## src/hw/rtl/life_automaton_board_step_macros.svh

```systemverilog
// ----------------------------------------------------------------------------
// Assertion macros for the life board step block
// Shared concurrent assertion forms, clocked on clk_i and disabled in reset.
// ----------------------------------------------------------------------------
`ifndef LIFE_AUTOMATON_BOARD_STEP_MACROS_SVH
`define LIFE_AUTOMATON_BOARD_STEP_MACROS_SVH

// Same-cycle implication
`define LIFEB_ASSERT_IMPL(lbl, ante, cons, msg) \
  lbl: assert property (@(posedge clk_i) disable iff (!rst_ni) (ante) |-> (cons)) \
    else $error(msg);

// Next-cycle implication
`define LIFEB_ASSERT_NEXT(lbl, ante, cons, msg) \
  lbl: assert property (@(posedge clk_i) disable iff (!rst_ni) (ante) |=> (cons)) \
    else $error(msg);

`endif

```

## src/hw/rtl/lifeb_ram.sv

```systemverilog
// ----------------------------------------------------------------------------
// Generic RAM
// One write port and one read port, read data registered.
// ----------------------------------------------------------------------------
module lifeb_ram #(
  parameter int unsigned Width = 64,
  parameter int unsigned Depth = 64
) (
  input  logic                     clk_i,
  input  logic                     we_i,
  input  logic [$clog2(Depth)-1:0] waddr_i,
  input  logic [Width-1:0]         wdata_i,
  input  logic [$clog2(Depth)-1:0] raddr_i,
  output logic [Width-1:0]         rdata_o
);

  logic [Width-1:0] mem_q [Depth];

  always_ff @(posedge clk_i) begin
    if (we_i) begin
      mem_q[waddr_i] <= wdata_i;
    end
    rdata_o <= mem_q[raddr_i];
  end

endmodule

```

## config.mk

```make
export PLATFORM = sky130hd
export DESIGN_NAME = lifeb_ram
export DESIGN_NICKNAME = d
export VERILOG_FILES = /design/src/hw/rtl/life_automaton_board_step_macros.svh /design/src/hw/rtl/lifeb_ram.sv
export SDC_FILE = /design/constraint.sdc
export NUM_CORES = 2
export LEC_CHECK = 0
export BUFFER_PORTS_ARGS = -buffer_cell sky130_fd_sc_hd__buf_2
export CAP_MARGIN = 20
export CORE_MARGIN = 4
export CORE_UTILIZATION = 40
export CTS_BUF_LIST = sky130_fd_sc_hd__clkbuf_16
export DETAILED_ROUTE_END_ITERATION = 10
export HOLD_SLACK_MARGIN = 0.1
export PLACE_DENSITY = 0.67
export SYNTH_ARGS = -nofsm -noshare
export SYNTH_HDL_FRONTEND = slang
export SYNTH_SLANG_ARGS = --single-unit
```

## constraint.sdc

```tcl
create_clock -name clk_i -period 7.4 [get_ports clk_i]
set_input_delay 1.48 -clock clk_i [delete_from_list [all_inputs] [get_ports clk_i]]
set_output_delay 1.48 -clock clk_i [all_outputs]
set_load 0.005 [all_outputs]
```

==> flow_summary.ini <==
[cts]
clk_path_buf_depth = 4
clk_transition_reported_paths_ns = 0.07
cts_repair_resize_count = 0
h_tree_depth = 5
cts_made_buffers = 402
cts.sinks = 4160
cts_hold_buffers = 0
cts_setup_buffers = 0
cts_tree = done
clockRootBuffer = sky130_fd_sc_hd__clkbuf_16
clock_insertion_delay_worst_skew_ns = 0.98

[setup_path]
cp-start-kind = primary input
cp.arrival_ns = 4.52
worst-endpoint-required_ns = 8.19
type_of_the_worst_setup_path = primary input to flip-flop
reg2reg_from = mem_q[11][48]$_DFFE_PP_
endpoint_kind = flip-flop
cp_max_fo = 85
critPathLaunch = raddr_i[0]

[floorplanning]
initial_core_util_pct = 40.2
chipWidth_um = 633
fp-row-count = 229
fp.dieArea_um2 = 401000
io-pin-count = 142
fp.coreArea_um2 = 389000
die-height_um = 633

[placement]
placed_area_um2 = 165000
gp_congestion = 0.802
portBuffers = 141
detailedPlacementHpwl_um = 221000

[route]
drc_errors = 0
drt-vias-per-instance = 6.02
remaining_antenna_violation_count_after_routing = 0
finalWirelength_um = 426000
drt_pre_antenna_iters = 6
via_count = 75500
routed_wire_length_per_instance_um = 34.0
drtIter0Drc = 10800

[power_and_ir_drop]
power.leakage_nw = 55.3
irDropWorstVdd_mv = 0.223
power.clock.fraction_pct = 41.7
p_sw_share_pct = 21.3
seqPwrFrac_pct = 53.7
internal-power_mw = 38.4
combPwrFrac_pct = 4.6
cellPowerDensity_nw_per_um2 = 274
switching_power_mw = 10.4

[grt]
grt_overflow_total = 0
grt_antenna_before_repair = 43
via_count_of_the_first_global_routing_pass = 75600
grtUsageTotal_pct = 21.0
wire_length_of_the_first_global_routing_pass_um = 598000
grt_start_max_net_pins = 123

[cells_and_area]
final_layout_size_suffix_gt1_share_pct = 28.1
finish.instance_area_um2 = 178000
num-nets-final = 7075
synth_to_final_area_change_pct = 14.0
final.fill_count = 31600

[yosys]
synth_top_cell_area_share_pct = 78.7
syn_area_per_cell_um2 = 23.7
post_synth_inst_count = 6598
synthTopCellsByArea = sky130_fd_sc_hd__edfxtp_1 (79%), sky130_fd_sc_hd__mux4_2 (15%), sky130_fd_sc_hd__mux2i_1 (0.86%), sky130_fd_sc_hd__dfxtp_1 (0.82%), sky130_fd_sc_hd__a22oi_1 (0.81%)
syn_area_um2 = 156000
post_synth_num_cell_types = 33
synth.ff_latch_count = 4160
asyncSetResetFlopFracSynth_pct = 0
yosys_warnings = 0
synth_seq_area_share_pct = 79.5
yosysTopAreaCell = sky130_fd_sc_hd__edfxtp_1
yosys_most_used_dff = sky130_fd_sc_hd__edfxtp_1
synth_fp_nets = 6676
synth_enable_flop_cells = 4096

[sta]
totalNegativeSetupSlack_ns = 0
pins_over_slew_limit = 0
finalHoldViolations = 0
rsz0062_at_grt = no
timing.final.setup_violations = 0
maxSlewHeadroom_pct = 20.2
tightestPinTransition_ns = 1.20
period_minus_slack_ns = 3.74
period_share_pct = 50.5
clock.fmax_mhz = 267
finalClockSkew_ns = 0.0517

[hold_path]
hp-class = primary input to flip-flop
worstHoldStart = wdata_i[14]

[flow_run]
cap_violations = 0

[status]
outcome = completed
==> cells in the mapped netlist (all sizes together), types with 3 or more instances <==
library cell and instances:
nor2b 28, a22oi 168, nand2 58, inv 19
o221ai 38, or2 28, a31oi 18, dfxtp 64
nand2b 11, nand3 45, o22ai 83, a22o 88
a211oi 63, or3 29, and2 3, mux2i 135
a2bb2oi 19, buf 230, clkbuf 140, a41oi 26
mux4 1024, and3 64, edfxtp 4096, nor2 112
==> worst max-delay path, stage by stage <==
cell and delay (ns):
sky130_fd_sc_hd__buf_12 0.57, sky130_fd_sc_hd__buf_12 0.57, sky130_fd_sc_hd__mux4_2 0.59, sky130_fd_sc_hd__mux2i_1 0.30
sky130_fd_sc_hd__o22ai_1 0.17, sky130_fd_sc_hd__a41oi_1 0.48, sky130_fd_sc_hd__a211oi_1 0.10
==> final timing paths <==
check                                  to  slack [ns]  depth (start not counted)
hold reg to reg       rdata_o[30]$_DFF_P_        0.84                          4
setup / recovery      rdata_o[20]$_DFF_P_        3.66                          7
setup reg to reg      rdata_o[48]$_DFF_P_        5.25                          5
hold / removal    mem_q[28][14]$_DFFE_PP_        0.80                          1
==> area by class of cell <==
type | instances | area [µm²] | share of cell area [%]
Sequential cell | 4160 | 124000 | 69.7
Multi-Input combinational cell | 2049 | 30800 | 17.3
Clock buffer | 402 | 10100 | 5.64
Tap cell | 5197 | 6500 | 3.65
Timing Repair Buffer | 365 | 3470 | 1.95
Clock inverter | 338 | 3070 | 1.72
Inverter | 19 | 71.3 | 0.0400
Antenna cell | 21 | 52.6 | 0.0295
==> placed cells by master (no fill, tap or decap), types with 18 or more instances in the layout <==
cell type	Yosys	routed
sky130_fd_sc_hd__nor2b_1	28	24
sky130_fd_sc_hd__a31oi_1	18	18
sky130_fd_sc_hd__clkinvlp_4	0	19
sky130_fd_sc_hd__bufinv_16	0	44
sky130_fd_sc_hd__a41oi_1	26	26
sky130_fd_sc_hd__buf_4	34	142
sky130_fd_sc_hd__mux2i_1	135	135
sky130_fd_sc_hd__buf_2	170	138
sky130_fd_sc_hd__or2_2	28	28
sky130_fd_sc_hd__and3_1	64	64
sky130_fd_sc_hd__clkbuf_16	0	402
sky130_fd_sc_hd__clkinv_1	0	98
sky130_fd_sc_hd__inv_1	19	98
sky130_fd_sc_hd__a211oi_1	63	63
sky130_fd_sc_hd__nand3_1	45	45
sky130_fd_sc_hd__a22o_1	88	88
sky130_fd_sc_hd__edfxtp_1	4096	4096
sky130_fd_sc_hd__clkinv_2	0	59
sky130_fd_sc_hd__or3_1	29	29
sky130_fd_sc_hd__nand2_1	58	56
sky130_fd_sc_hd__o221ai_1	38	38
sky130_fd_sc_hd__dfxtp_1	64	64
sky130_fd_sc_hd__diode_2	0	21
sky130_fd_sc_hd__a2bb2oi_1	19	19
sky130_fd_sc_hd__buf_12	0	78
sky130_fd_sc_hd__mux4_2	1024	1024
sky130_fd_sc_hd__a22oi_1	168	168
sky130_fd_sc_hd__o22ai_1	83	83
sky130_fd_sc_hd__nor2_4	0	64
sky130_fd_sc_hd__nor2_1	112	47
==> state kept, by name, indices dropped and copies added, names as in the netlist <==
signal and count:
rdata_o 64, mem_q 4096
==> logic make-up after synthesis <==
logic type / count (synthesis) / share of synthesized area (%)
compound gates: 504 / 2.48
buf+inv: 389 / 1.18
mux: 1159 / 15.6
simple gates: 386 / 1.24
flops: 4160 / 79.5
==> metal layers <==
| layer | GRT usage [%] | vias up | wire (µm) |
|---|---|---|---|
| met5 | 0 | - | 84 |
| met1 | 28.5 | 41000 | 158000 |
| li1 | - | 29300 | - |
| met3 | 3.56 | 757 | 41800 |
| met2 | 34.8 | 4471 | 211000 |
| met4 | 6.86 | 12 | 14900 |
==> power groups by stage <==
stage	Clock, mW	Combinational (mW)	Sequential, mW
after floorplan	0	1.21	26.6
after global placement	0	2.16	26.7
after detailed placement	0	2.21	26.7
after CTS	20.6	2.21	26.2
after global routing	21.6	2.37	26.2
final	20.3	2.24	26.2
==> stage by stage <==
stage	hold WS (ns)	std cells	setup slack, ns	utilization, %	power [mW]
6_report	0.797	12600	3.66	45.8	48.8
5_1_grt	0.801	12500	3.49	45.8	50.2
4_1_cts	0.839	12500	3.59	45.7	49.0
3_5_place_dp	0.822	11800	2.58	42.3	29.0
3_3_place_gp	0.819	11800	2.57	42.3	28.9
2_1_floorplan	0.788	6598	0.484	-	27.9
Power figures use the tool's default switching activity.
