===== src/hw/rtl/life_automaton_board_step_macros.svh =====
// ----------------------------------------------------------------------------
// Assertion macros for the life board step block
// Shared concurrent assertion forms, clocked on clk_i and disabled in reset.
// ----------------------------------------------------------------------------
`ifndef LIFE_AUTOMATON_BOARD_STEP_MACROS_SVH
`define LIFE_AUTOMATON_BOARD_STEP_MACROS_SVH

// Same-cycle implication
`define LIFEB_ASSERT_IMPL(lbl, ante, cons, msg) \
  lbl: assert property (@(posedge clk_i) disable iff (!rst_ni) (ante) |-> (cons)) \
    else $error(msg);

// Next-cycle implication
`define LIFEB_ASSERT_NEXT(lbl, ante, cons, msg) \
  lbl: assert property (@(posedge clk_i) disable iff (!rst_ni) (ante) |=> (cons)) \
    else $error(msg);

`endif


===== src/hw/rtl/lifeb_pkg.sv =====
// ----------------------------------------------------------------------------
// Life board package
// Board geometry, field widths, codes and transaction types.
// ----------------------------------------------------------------------------
package lifeb_pkg;

  localparam int unsigned MaxWidth  = 64;
  localparam int unsigned MaxHeight = 64;
  localparam int unsigned ColW      = $clog2(MaxWidth);
  localparam int unsigned RowW      = $clog2(MaxHeight);

  localparam int unsigned DimW      = 7;
  localparam int unsigned GenW      = 32;
  localparam int unsigned RowFieldW = 6;
  localparam int unsigned ColFieldW = 6;
  localparam int unsigned CfgIdxW   = 2;
  localparam int unsigned NbrW      = 4;

  // B3/S23 neighbour counts
  localparam logic [NbrW-1:0] BirthCount   = NbrW'(3);
  localparam logic [NbrW-1:0] SurviveCount = NbrW'(2);

  typedef enum logic [1:0] {
    ModeWrite   = 2'd0,
    ModeRead    = 2'd1,
    ModeAdvance = 2'd2
  } lifeb_mode_e;

  typedef enum logic [CfgIdxW-1:0] {
    CfgActiveWidth  = CfgIdxW'(0),
    CfgActiveHeight = CfgIdxW'(1)
  } lifeb_cfg_e;

  typedef struct packed {
    logic [1:0]           mode;
    logic [RowFieldW-1:0] row;
    logic [ColFieldW-1:0] col;
    logic                 cell_in;
  } lifeb_in_t;

  typedef struct packed {
    logic            cell_out;
    logic [GenW-1:0] generation;
  } lifeb_out_t;

  typedef struct packed {
    logic clear;
    logic shift;
  } lifeb_cell_ctrl_t;

  typedef struct packed {
    logic above;
    logic centre;
    logic below;
  } lifeb_tap_t;

endpackage


===== src/hw/rtl/lifeb_cell.sv =====
// ----------------------------------------------------------------------------
// Life board column cell
// Holds a three-row window of one column and works out its next value.
// ----------------------------------------------------------------------------
module lifeb_cell (
  input  logic                       clk_i,
  input  lifeb_pkg::lifeb_cell_ctrl_t ctrl_i,
  input  logic                       below_i,
  input  logic                       active_i,
  input  lifeb_pkg::lifeb_tap_t      left_i,
  input  lifeb_pkg::lifeb_tap_t      right_i,
  output lifeb_pkg::lifeb_tap_t      tap_o,
  output logic                       next_o
);
  import lifeb_pkg::*;

  lifeb_tap_t      win_q;
  logic [NbrW-1:0] nbr_cnt;

  // Shift the window down by one row as each new row arrives
  always_ff @(posedge clk_i) begin
    if (ctrl_i.clear) begin
      win_q <= '0;
    end else if (ctrl_i.shift) begin
      win_q.above  <= win_q.centre;
      win_q.centre <= win_q.below;
      win_q.below  <= below_i;
    end
  end

  // Columns outside the board read as dead to their neighbours
  assign tap_o = active_i ? win_q : '0;

  assign nbr_cnt = NbrW'(left_i.above) + NbrW'(left_i.centre) + NbrW'(left_i.below)
                 + NbrW'(right_i.above) + NbrW'(right_i.centre) + NbrW'(right_i.below)
                 + NbrW'(tap_o.above) + NbrW'(tap_o.below);

  // Inactive columns keep their stored value
  assign next_o = active_i ? ((nbr_cnt == BirthCount) ||
                              ((nbr_cnt == SurviveCount) && win_q.centre))
                           : win_q.centre;

endmodule


===== config.mk =====
export PLATFORM = sky130hd
export DESIGN_NAME = lifeb_cell
export DESIGN_NICKNAME = d
export VERILOG_FILES = /design/src/hw/rtl/life_automaton_board_step_macros.svh /design/src/hw/rtl/lifeb_pkg.sv /design/src/hw/rtl/lifeb_cell.sv
export SDC_FILE = /design/constraint.sdc
export NUM_CORES = 1
export LEC_CHECK = 0
export BUFFER_PORTS_ARGS = -buffer_cell sky130_fd_sc_hd__buf_2
export CELL_PAD_IN_SITES_DETAIL_PLACEMENT = 0
export CELL_PAD_IN_SITES_GLOBAL_PLACEMENT = 1
export CORE_AREA = 2 2 39 41
export CTS_CLUSTER_SIZE = 14
export DETAILED_ROUTE_END_ITERATION = 8
export DIE_AREA = 0 0 41 43
export PLACE_DENSITY_LB_ADDON = 0.3
export SYNTH_ARGS = -nofsm -noshare
export SYNTH_HDL_FRONTEND = slang
export SYNTH_SLANG_ARGS = --single-unit

===== constraint.sdc =====
create_clock -name clk_i -period 6.75 [get_ports clk_i]
set_input_delay 0.675 -clock clk_i [delete_from_list [all_inputs] [get_ports clk_i]]
set_output_delay 0.675 -clock clk_i [all_outputs]
set_load 0.01 [all_outputs]

==> reports/qor.yml, run 1 <==
dr.pass1.iters: 4
antenna_found_initial: 0
drt_iter0_markers: 5
yosysWarnings: 0
top_level_ports: 15
hold_viol: 0
cts_buffer_depth: 2
num-fill-cells: 160
end_kind: "primary output"
top_regs: "win_q: 3 flops"
diodes: 0
synth-seq-cells: 3
worst_skew_pair.late_latency_ns: 0.23
syn_inst: 36
grt_pass1_vias: 249
path_buf_inv: 4
synth_compound_area_share_pct: 7.937
tightest_slew_ns: 0.1279
path_clk_slew_ns: 0.04
holdWs_ns: 0.4934
synthTopCellsByArea: "fa_1 (25%), dfxtp_1 (19%), inv_1 (13%)"
syn_area_sq_um: 315.3
crit_slowest_cell: "fa_1"
dieHeight_microns: 43
cts_setup_buffers: 0
most-common-layout-cells: "buf_2 (14), inv_1 (11), nor2_1 (4), fa_1 (4)"
routed_wl_microns: 571
finalMaxSlewViolations: 0
cp.required_ns: 6.07
hold_class: "flop to flop"
die-width_microns: 41
fp-row-count: 14
arrival_ns: 3.64
outcome: "completed"
dieArea_sq_um: 1763
layout_commonest_cell: "buf_2"
cts_sinks: 3
fmax_ghz: 0.2316
drive_gt1_share_pct: 33.33
clockRootBuffer: "clkbuf_4"
wl_per_cell_microns: 8.157
avgSynthCellArea_sq_um: 8.758
grt_pass1_wl_microns: 938
synthSimpleGateAreaFrac_pct: 13.10
power_density_nw_per_um2: 187.4
synth.distinct_cells: 12
synth_top_area_share_pct: 25.40
syn2layout_area_growth_pct: 36.90
synth_area_leader_cell: "fa_1"
hold_buffers: 0
synth_top_family_by_area: "adder cells"
slew_headroom_pct: 91.23
start_kind: "input port"
synth_mux_area_share_pct: 9.524
path_delay_family: "adder cells"
synthAdderAreaFrac_pct: 37.30
ctsHtreeMaxLevel: 1
fin_crit_ns: 4.318
grt_use_total_pct: 8.560
synth_fp_nets: 54
gr-total-overflow: 0
skew_ns: 0.004717
largest_reg_flops: 3
synth-xor-area-share_pct: 0
start_util_pct: 22.78
rsz0062_at_grt: "no"
io_buffers: 14
layout.nets: 73
fin_crit_sh_pct: 63.98
hpwl_microns: 505.1
regMostFlops: "win_q"
finalSetupTns_ns: 0
cp_cell_sequence: "buf_2 > inv_1 > fa_1 > fa_1 > fa_1 > inv_1 > ha_1 > fa_1 > nand4b_1 > a21o_1 > a31oi_2 > buf_2"
gp_congestion: 0.7179
cpMostUsedCell: "fa_1"
vias: 263
numCtsBuffers: 3
seq_area_frac_synth_pct: 19.05
drc: 0
irDropWorstVdd_mv: 0.05616
leakagePower_nw: 0.2630
grt_max_degree: 6
coreArea_sq_um: 1384
drv_cap: 0
critPathKind: "input port to primary output"
antenna_left: 0
worstPathMaxFanout: 2
cpPeakStageDelay_ns: 0.56
setup_viol: 0
cts_resized: 0
cts_tree: "yes"
via_per_inst: 3.757
## path summary, 6_finish.rpt
path | startpoint | endpoint | slack, ns | cells past startpoint
worst max-delay path | left_i[0] | next_o | 2.43 | 12
worst min-delay path | win_q[2]$_SDFFE_PP0P_ | win_q[2]$_SDFFE_PP0P_ | 0.49 | 2
worst max register to register | win_q[1]$_SDFFE_PP0P_ | win_q[2]$_SDFFE_PP0P_ | 6.13 | 2
worst min register to register | win_q[2]$_SDFFE_PP0P_ | win_q[2]$_SDFFE_PP0P_ | 0.49 | 2
## worst register-to-register path, stage by stage (launching register included)
cell and delay, ns:
dfxtp_1 0.32, mux2i_1 0.14, nor2_1 0.05
## area by class of cell
class	count	area (sq um)	area share (%)
Timing Repair Buffer	14	70.07	16.23
Inverter	11	41.29	9.565
Multi-Input combinational cell	22	214.0	49.57
Tap cell	16	20.02	4.638
Clock buffer	4	26.28	6.087
Sequential cell	3	60.06	13.91
## metrics by stage
stage                     utilization (%)  cells  worst slack, ns  total power (W)  instance area, sq um
after CTS                           31.19     70            2.441       0.00008297                 431.7
after floorplan                         -     36            2.748       0.00004110                 315.3
after global routing                31.19     70            2.279       0.00008982                 431.7
after detailed placement            29.29     66            2.452       0.00005040                 405.4
after global placement              29.29     66            2.466       0.00005023                 405.4
final                               31.19     70            2.432       0.00008089                 431.7
## report_power, final
| part | switching [W] | internal, W |
|---|---|---|
| logic | 0.0000165 | 0.0000144 |
| clock network | 0.00000886 | 0.0000221 |
| registers | 0.000000497 | 0.0000185 |
## cell usage after synthesis
library cell,instances
dfxtp_1,3
nand4b_1,1
ha_1,3
inv_1,11
a21oi_1,1
nor2_1,4
a21o_1,1
fa_1,4
and2_1,1
a31oi_2,1
nand2_1,3
mux2i_1,3
## logic make-up (layout without fill, tap and decap cells)
group,Yosys count,after routing
buf+inv,11,29
simple gates,9,9
fa+ha+maj,7,7
compound gates,3,3
mux,3,3
flops,3,3
## routing by layer
| layer | share of wire (%) | vias up | GRT usage (%) |
|---|---|---|---|
| met2 | 48 | 7 | 11.25 |
| met3 | 6.0 | 0 | 3.141 |
| met1 | 46 | 111 | 10.06 |
| met5 | 0 | - | 0 |
| met4 | 0 | 0 | 8.000 |
| li1 | - | 145 | - |
No activity file was read; power rests on OpenSTA's default activity.
==> run 2, diff against run 1 <==
--- a/config.mk
+++ b/config.mk
@@ -5,6 +5,7 @@
 export SDC_FILE = /design/constraint.sdc
 export NUM_CORES = 1
 export LEC_CHECK = 0
+export ABC_AREA = 1
 export BUFFER_PORTS_ARGS = -buffer_cell sky130_fd_sc_hd__buf_2
 export CELL_PAD_IN_SITES_DETAIL_PLACEMENT = 0
 export CELL_PAD_IN_SITES_GLOBAL_PLACEMENT = 1
==> constraint.sdc (replaced) <==
create_clock -name clk_i -period 4 [get_ports clk_i]
set_input_delay 0.4 -clock clk_i [delete_from_list [all_inputs] [get_ports clk_i]]
set_output_delay 0.4 -clock clk_i [all_outputs]
set_load 0.01 [all_outputs]
==> reports/qor.yml, run 2 <==
ctsHtreeMaxLevel: 1  # unchanged
yosys.cell_count.top_type: "inv_1"  # unchanged
cp.required_ns: 3.60  # was 6.07 ns
grt_pass1_wl_mm: 1.000  # was 938 microns
dieHeight_microns: 43  # unchanged
synth_commonest_cells: "inv_1 (15), nand2_1 (12), a21oi_1 (4), fa_1 (4)"  # was inv_1 (11), fa_1 (4), nor2_1 (4)
synthTopCellsByArea: "fa_1 (25%), dfxtp_1 (19%), inv_1 (17%)"  # was fa_1 (25%), dfxtp_1 (19%), inv_1 (13%)
drt_iter0_markers: 3  # was 5
cts_setup_buffers: 0  # unchanged
top_level_ports: 15  # unchanged
synthArstFlopShare_pct: 0  # unchanged
cts_resized: 0  # unchanged
layout.nets: 81  # was 73
r2r_setup_slack_ns: 3.37  # was 6.13 ns
grt_use_met1_pct: 12.79  # was 10.06%
stdcell_count: 78  # was 70
numCtsBuffers: 3  # unchanged
met2_usage_pct: 9.063  # was 11.25%
grt_pass1_vias: 258  # was 249
routed_wl_microns: 593  # was 571 microns
setup_viol: 0  # unchanged
hold_buffers: 0  # unchanged
skew_ns: 0.0005344  # was 0.004717 ns
whs_endpoint: "win_q[2]$_SDFFE_PP0P_"  # unchanged
min_path_cells: 2  # unchanged
worst_skew_pair.late_latency_ns: 0.23  # about the same
end_kind: "primary output"  # unchanged
drc: 0  # unchanged
tightest_slew_ns: 0.1482  # was 0.1279 ns
hold_class: "input port to flop"  # was flop to flop
arrival_ns: 3.15  # was 3.64 ns
coreArea_sq_um: 1384  # unchanged
cts_buffer_depth: 2  # unchanged
die-width_microns: 41  # unchanged
largest_reg_flops: 3  # unchanged
fin_crit_sh_pct: 88.78
rr_endpoint: "win_q[2]$_SDFFE_PP0P_"  # unchanged
finalMaxSlewViolations: 0  # unchanged
synth_area_leader_cell: "fa_1"  # unchanged
drv_cap: 0  # unchanged
irDropWorstVdd_mv: 0.1089  # was 0.05616 mV
final_util_pct: 31.83  # was 31.19%
cp_cell_sequence: "buf_2 > inv_1 > fa_1 > fa_1 > fa_1 > inv_1 > ha_1 > fa_1 > a21boi_2 > nand2_1 > a21oi_2 > buf_2"  # was buf_2 > inv_1 > fa_1 > fa_1 > fa_1 > inv_1 > ha_1 > fa_1 > nand4b_1 > a21o_1 > a31oi_2 > buf_2
fp-row-count: 14  # unchanged
grtUsageMet3_pct: 1.571  # was 3.141%
worstPathMaxFanout: 2  # unchanged
avgSynthCellArea_sq_um: 7.365  # was 8.758 sq um
start_kind: "input port"  # unchanged
rsz0062_at_grt: "no"  # unchanged
dieArea_sq_um: 1763  # unchanged
most-common-layout-cells: "inv_1 (15), buf_2 (14), nand2_1 (12), a21oi_1 (4), fa_1 (4)"  # was buf_2 (14), inv_1 (11), nor2_1 (4), fa_1 (4)
diodes: 0  # unchanged
seq_area_frac_synth_pct: 18.53  # was 19.05%
reg2regPathDepth: 2  # unchanged
top_regs: "win_q: 3 flops"  # unchanged
grt_max_degree: 6  # unchanged
syn_area_sq_um: 324.1  # was 315.3 sq um
path_delay_family: "adder cells"  # unchanged
grt.busiest_layer: "met1"  # was met2
synthFlopType: "dfxtp_1"  # unchanged
start_util_pct: 23.42  # was 22.78%
path_clk_slew_ns: 0.04  # about the same
regMostFlops: "win_q"  # unchanged
syn_inst: 44  # was 36
cpMostUsedCell: "fa_1"  # unchanged
drive_gt1_share_pct: 30.65  # was 33.33%
leakagePower_nw: 0.2678  # was 0.2630 nW
gr-total-overflow: 0  # unchanged
place_inst: 74  # was 66
cpPeakStageDelay_ns: 0.55  # was 0.56 ns
antenna_left: 0  # unchanged
syn2layout_area_growth_pct: 35.91  # was 36.90%
hpwl_microns: 503.3  # was 505.1 microns
power_density_nw_per_um2: 318.2  # was 187.4 nW/um^2
dr.pass1.iters: 4  # unchanged
finalSetupTns_ns: 0  # unchanged
timing.rr.start: "win_q[1]$_SDFFE_PP0P_"  # unchanged
cts_sinks: 3  # unchanged
synth.distinct_cells: 9  # was 12
hold_viol: 0  # unchanged
wl_per_cell_microns: 7.603  # was 8.157 microns
critPathKind: "input port to primary output"  # unchanged
synth_fp_nets: 62  # was 54
synth-edff-count: 0  # unchanged
layout_commonest_cell: "inv_1"  # was buf_2
cts_tree: "yes"  # unchanged
path_buf_inv: 4  # unchanged
yosysWarnings: 0  # unchanged
fmax_ghz: 0.2816
gp_congestion: 0.7604  # was 0.7179
clockRootBuffer: "clkbuf_4"  # unchanged
slew_headroom_pct: 90.12  # was 91.23%
synth-seq-cells: 3  # unchanged
vias: 303  # was 263
outcome: "completed"  # unchanged
via_per_inst: 3.885  # was 3.757
holdWs_ns: 0.3519  # was 0.4934 ns
crit_slowest_cell: "fa_1"  # unchanged
synth_top_area_share_pct: 24.71  # was 25.40%
min_from: "ctrl_i[1]"  # was win_q[2]$_SDFFE_PP0P_
grt_use_total_pct: 8.990  # was 8.560%
fin_crit_ns: 3.551
io_buffers: 14  # unchanged
antenna_found_initial: 0  # unchanged
## run 2: changes by cell type after synthesis, moves of 3 or more
cell | before | now
nand2_1 | 3 | 12
inv_1 | 11 | 15
nor2_1 | 4 | 0
a21oi_1 | 1 | 4
mux2i_1 | 3 | 0
## run 2: worst max path at each step
stage / depth (start not counted) / startpoint / to
6_report: 12 / left_i[0] / next_o
5_1_grt: 12 / left_i[0] / next_o
4_1_cts: 12 / left_i[0] / next_o
3_5_place_dp: 12 / left_i[0] / next_o
3_3_place_gp: 12 / left_i[0] / next_o
2_1_floorplan: 10 / left_i[0] / next_o
## run 2: worst register-to-register path, stage by stage, from the launching register on
cell     delay, ns
dfxtp_1       0.37
nand2_1       0.07
a21oi_1       0.12
## run 2: layer usage
metal	vias up	share of wire, %
li1	164	-
met3	4	7.9
met5	-	0
met2	14	37
met1	121	49
met4	0	5.7
## run 2: cell families after synthesis
group | share of synthesized area [%]
AOI/OAI and AO/OA | 12.36
and+or+nand+nor | 15.44
DFF | 18.53
buffers and inverters | 17.37
adders and majority gates | 36.30
## run 2: stage by stage
step	cell area (sq um)	power, W	worst slack (ns)
floorplan	324.1	0.00007340	0.6748
global placement	414.1	0.00008820	0.4425
detailed placement	414.1	0.00008865	0.4238
CTS	440.4	0.0001436	0.4331
global route	440.4	0.0001562	0.3128
finish	440.4	0.0001401	0.4487
## run 2: power by group
| part | switching [W] | total [W] | internal [W] |
|---|---|---|---|
| Clock | 0.0000157 | 0.0000531 | 0.0000374 |
| Combinational | 0.0000280 | 0.0000552 | 0.0000272 |
| Sequential | 0.000000787 | 0.0000319 | 0.0000311 |
| Total | 0.0000445 | 0.000140 | 0.0000957 |
## run 2: final cells by class
cell class	instances	area [sq um]
fill	161	943.4
clock buffer	4	26.28
inverter	15	56.30
multi-input combinational	26	207.7
timing repair buffer	14	70.07
tap	16	20.02
sequential	3	60.06
